==> config.mk <==
export PLATFORM = sky130hd
export DESIGN_NAME = brt_ctrl
export DESIGN_NICKNAME = d
export VERILOG_FILES = /design/src/hdl/brt_pkg.sv /design/src/hdl/brt_ctrl.sv
export SDC_FILE = /design/constraint.sdc
export NUM_CORES = 1
export LEC_CHECK = 0
export BUFFER_PORTS_ARGS = -buffer_cell sky130_fd_sc_hd__clkbuf_2
export CORE_AREA = 2 2 39 41
export DETAILED_ROUTE_END_ITERATION = 8
export DIE_AREA = 0 0 41 43
export SKIP_CTS_REPAIR_TIMING = 1
export SYNTH_ARGS = -nofsm -noshare
export SYNTH_HDL_FRONTEND = slang
export SYNTH_SLANG_ARGS = --single-unit
==> constraint.sdc <==
create_clock -name clk_i -period 2.1 [get_ports clk_i]
set_clock_uncertainty 0.05 [all_clocks]
set_input_delay 0.21 -clock clk_i [delete_from_list [all_inputs] [get_ports clk_i]]
set_output_delay 0.21 -clock clk_i [all_outputs]
set_load 0.03 [all_outputs]
==> src/hdl/brt_pkg.sv <==
// ----------------------------------------------------------------------------
// Block residency table package
// Shared types, state codes and the transition legality table.
// ----------------------------------------------------------------------------
`default_nettype none
package brt_pkg;

  localparam int ENTRIES    = 64;
  localparam int COUNT_BITS = 32;
  localparam int IDX_W      = $clog2(ENTRIES);
  localparam int OUT_CNT_W  = 32;
  localparam int SLICE_W    = (COUNT_BITS < OUT_CNT_W) ? COUNT_BITS : OUT_CNT_W;

  localparam logic [2:0] FUNC_REGISTER   = 3'd0;
  localparam logic [2:0] FUNC_UNREGISTER = 3'd1;
  localparam logic [2:0] FUNC_REQUEST    = 3'd2;
  localparam logic [2:0] FUNC_GET        = 3'd3;
  localparam logic [2:0] FUNC_ACCESS     = 3'd4;

  localparam logic [2:0] ST_OK         = 3'd0;
  localparam logic [2:0] ST_NOT_FOUND  = 3'd1;
  localparam logic [2:0] ST_PRESENT    = 3'd2;
  localparam logic [2:0] ST_FULL       = 3'd3;
  localparam logic [2:0] ST_NOT_ALLOWED = 3'd4;

  localparam logic [3:0] RS_INVALID     = 4'd0;
  localparam logic [3:0] RS_COLD        = 4'd1;
  localparam logic [3:0] RS_MAPPED      = 4'd2;
  localparam logic [3:0] RS_COMPRESSED  = 4'd3;
  localparam logic [3:0] RS_CONVERTING  = 4'd4;
  localparam logic [3:0] RS_PREFETCHING = 4'd5;
  localparam logic [3:0] RS_FAST        = 4'd6;
  localparam logic [3:0] RS_UPGRADING   = 4'd7;
  localparam logic [3:0] RS_DOWNGRADING = 4'd8;
  localparam logic [3:0] RS_EVICTING    = 4'd9;
  localparam logic [3:0] RS_PINNED      = 4'd10;

  typedef enum logic [1:0] {
    CTL_IDLE,
    CTL_LOOKUP,
    CTL_UPDATE,
    CTL_OUTPUT
  } ctl_state_e;

  typedef struct packed {
    logic capture;
    logic update;
  } brt_cmd_t;

  function automatic logic can_move(logic [3:0] from, logic [3:0] to);
    logic [10:0] row;
    begin
      case (from)
        RS_INVALID:     row = 11'b000_0000_0110;
        RS_COLD:        row = 11'b000_0010_0100;
        RS_MAPPED:      row = 11'b000_0110_1000;
        RS_COMPRESSED:  row = 11'b110_1001_0000;
        RS_CONVERTING:  row = 11'b000_0100_1000;
        RS_PREFETCHING: row = 11'b000_0100_1001;
        RS_FAST:        row = 11'b111_0000_0000;
        RS_UPGRADING:   row = 11'b000_0100_1000;
        RS_DOWNGRADING: row = 11'b000_0100_1000;
        RS_EVICTING:    row = 11'b000_0000_0110;
        RS_PINNED:      row = 11'b000_0100_1000;
        default:        row = '0;
      endcase
      can_move = (to <= RS_PINNED) ? row[to] : 1'b0;
    end
  endfunction

endpackage
`default_nettype wire

==> src/hdl/brt_ctrl.sv <==
// ----------------------------------------------------------------------------
// Block residency table controller
// Sequences lookup, entry update and result handoff for one item.
// ----------------------------------------------------------------------------
`default_nettype none
module brt_ctrl import brt_pkg::*; (
  input  wire logic clk_i,
  input  wire logic rst_ni,
  input  wire logic in_valid_i,
  output logic      in_ready_o,
  output logic      out_valid_o,
  input  wire logic out_ready_i,
  output brt_cmd_t  cmd_o
);

  ctl_state_e state_q, state_d;

  always_ff @(posedge clk_i or negedge rst_ni) begin
    if (!rst_ni) begin
      state_q <= CTL_IDLE;
    end else begin
      state_q <= state_d;
    end
  end

  always_comb begin
    state_d     = state_q;
    in_ready_o  = 1'b0;
    out_valid_o = 1'b0;
    cmd_o       = '0;
    case (state_q)
      CTL_IDLE: begin
        in_ready_o = 1'b1;
        if (in_valid_i) begin
          cmd_o.capture = 1'b1;
          state_d = CTL_LOOKUP;
        end
      end
      CTL_LOOKUP: state_d = CTL_UPDATE;
      CTL_UPDATE: begin
        cmd_o.update = 1'b1;
        state_d = CTL_OUTPUT;
      end
      CTL_OUTPUT: begin
        out_valid_o = 1'b1;
        in_ready_o  = out_ready_i;
        if (out_ready_i) begin
          if (in_valid_i) begin
            cmd_o.capture = 1'b1;
            state_d = CTL_LOOKUP;
          end else begin
            state_d = CTL_IDLE;
          end
        end
      end
      default: state_d = CTL_IDLE;
    endcase
  end

endmodule
`default_nettype wire

==> impl_metrics.csv <==
group,metric,value,unit
status,status,"completed",
drt,drt-total-wl,452,um
layout,final_layout_size_suffix_gt1_share,37.5,%
setup_path,critical-path-top-delay-family,"flip-flops",
global_route,grt_usage,5.91,%
setup_path,worstReg2RegStart,"state_q[0]",
timing,worst_slew_pin_slew,184,ps
layout,largest-register,"state_q",
yosys,synth_area,203,um2
floorplan,die-area,1760,um2
setup_path,worstSetupEndpointType,"output port",
timing,timing.fmax,564,MHz
setup_path,crit_slowest_cell,"dfrtp_1",
placement,dp.cells,44,
drt,viasPerCell,3.79,
timing,slew_headroom,87.6,%
layout,reg_top3,"state_q (2)",
drt,vias,182,
timing,rsz0062_at_grt,"no",
drt,wl_per_cell,9.42,um
setup_path,startpoint_type,"register",
cts,path_clk_slew,30,ps
cts,insertion_delay,230,ps
yosys,ys_types,11,
setup_path,crit_buf_inv,2,
yosys,ys_seq_elements,2,
cts,cts_buffer_depth,2,
worst_hold_path,hold_path_class,"in2async",
timing,finalHoldViolations,0,
power_and_ir_drop,ir_worst_vdd,0.744,mV
floorplan,initial_utilization,14.6,%
cts,cts_htree_levels,1,
timing,timing.hold.ws,259,ps
setup_path,r2r_cells,5,
power_and_ir_drop,power_density,1810,nW/um2
floorplan,rows,14,
layout,instances_no_fill,48,
setup_path,regToRegSetupSlack,530,ps
cts,cts_root_buffer,"clkbuf_4",
yosys,syn_nets,30,
layout,largest_register_ffs,2,
cts,tritoncts,"built",
layout,num_antenna_cells,0,
yosys,yosysWarningCount,0,
yosys,syn_inst,21,
timing,final.period_utilization,84.5,%
floorplan,pin_count,8,
drt,first_pass_iters,2,
placement,io_buffer_count,7,
job,maxCapViolations,0,
cts,cts_made_buffers,3,
drt,drt_iter0_drc,1,
cts,clkSinkCount,2,
layout,nets,43,
global_route,grt_overflow_total,0,
yosys,ys_seq_area_share,24.7,%
power_and_ir_drop,p_leak,0.152,nW
drt,drc,0,
drt,drtAntennaViolNets,0,
timing,setup_viol,0,
setup_path,cp_max_fo,4,
floorplan,die_x,41,um
placement,pre_cts_ws,546,ps
setup_path,regToRegEndpoint,"state_q[1]",
timing,fin_crit,1770,ps
layout,syn_to_final_growth,43.2,%
setup_path,cpPeakStageDelay,390,ps
setup_path,path_class,"reg2out",
global_route,antenna_found_initial,0,
placement,gp_congestion,0.690,
setup_path,required,1840,ps
floorplan,core_area,1380,um2
global_route,grt_pass1_wl,627,um
floorplan,chipHeight,43,um
timing,slew_viol_final,0,
timing,tns,0,ps
setup_path,path_cells,"inv_1 -> ha_1 -> nor3b_1 -> clkbuf_2",
setup_path,worstPathArrival,1510,ps
global_route,grt_pass1_vias,170,
timing,setup_slack,326,ps
yosys,syn_area_per_cell,9.65,um2
global_route,grt_max_degree,7,
cells in the final DEF (no fill, tap or decap):
| cell | n |
|---|---|
| clkbuf_2 | 7 |
| ha_1 | 5 |
| a21oi_1 | 3 |
| clkbuf_4 | 3 |
| inv_1 | 2 |
| nor2_1 | 2 |
| or2b_1 | 2 |
| dfrtp_1 | 2 |
| nor3b_1 | 1 |
| nand2_2 | 1 |
| mux2_4 | 1 |
| a31o_1 | 1 |
| o31ai_1 | 1 |
| dlygate4sd3_1 | 1 |
how the worst max path moves through the flow:
| stage | cells past startpoint | startpoint | slack (ps) | end |
|---|---|---|---|---|
| finish | 4 | state_q[0] | 330 | cmd_o[1] |
| global route | 4 | state_q[1] | 260 | cmd_o[1] |
| CTS | 4 | state_q[1] | 320 | cmd_o[1] |
| detailed placement | 5 | state_q[0] | 550 | state_q[1] |
| global placement | 5 | state_q[0] | 550 | state_q[1] |
| floorplan | 3 | state_q[1] | 230 | cmd_o[1] |
cells by family after synthesis:
family / after synthesis / share of synthesized area, %
AND/OR/NAND/NOR: 6 / 17.9
adder cells (fa/ha/maj): 5 / 30.9
AO/OA/AOI/OAI: 5 / 15.4
flip-flops: 2 / 24.7
multiplexers: 1 / 7.41
buffers and inverters: 2 / 3.71
cell type report:
class | count | area [um2]
Multi-Input combinational cell | 17 | 145
Inverter | 2 | 7.51
Fill cell | 153 | 1090
Tap cell | 16 | 20.0
Sequential cell | 2 | 50.0
Clock buffer | 3 | 22.5
Timing Repair Buffer | 8 | 45.0
power breakdown:
part	switching, W	internal [W]	total, W	leakage (nW)
logic	0.000210	0.000141	0.000351	0.115
registers	0.0000278	0.0000610	0.0000888	0.0236
clock network	0.0000228	0.0000631	0.0000859	0.0138
total	0.000260	0.000265	0.000526	0.152
worst register-to-register path, delay by kind of cell, from the launching register on:
| family | cells | cell delay [ps] |
|---|---|---|
| mux | 1 | 290 |
| buf+inv | 1 | 150 |
| flops | 1 | 400 |
| simple gates | 2 | 360 |
| fa+ha+maj | 1 | 210 |
synth_stat cells:
library cell | count | area (um2)
a21oi_1 | 3 | 15.0
a31o_1 | 1 | 8.76
dfrtp_1 | 2 | 50.1
ha_1 | 5 | 62.6
inv_1 | 2 | 7.51
mux2_4 | 1 | 15.0
nand2_2 | 1 | 6.26
nor2_1 | 2 | 7.51
nor3b_1 | 1 | 7.51
o31ai_1 | 1 | 7.51
or2b_1 | 2 | 15.0
metal layers:
layer / vias up / share of wire, % / track usage (%)
li1: 96 / - / -
met1: 80 / 49 / 7.35
met2: 6 / 45 / 6.25
met3: 0 / 5.5 / 0.524
met4: 0 / 0 / 10.0
met5: - / 0 / 0
through the flow:
stage                     util (%)  area, um2  power, W
after floorplan                  -        203  0.000361
after global placement        18.6        258  0.000432
after detailed placement      18.6        258  0.000436
after CTS                     20.3        280  0.000530
after global routing          21.0        290  0.000558
final                         21.0        290  0.000526
Power figures use the tool's default switching activity.
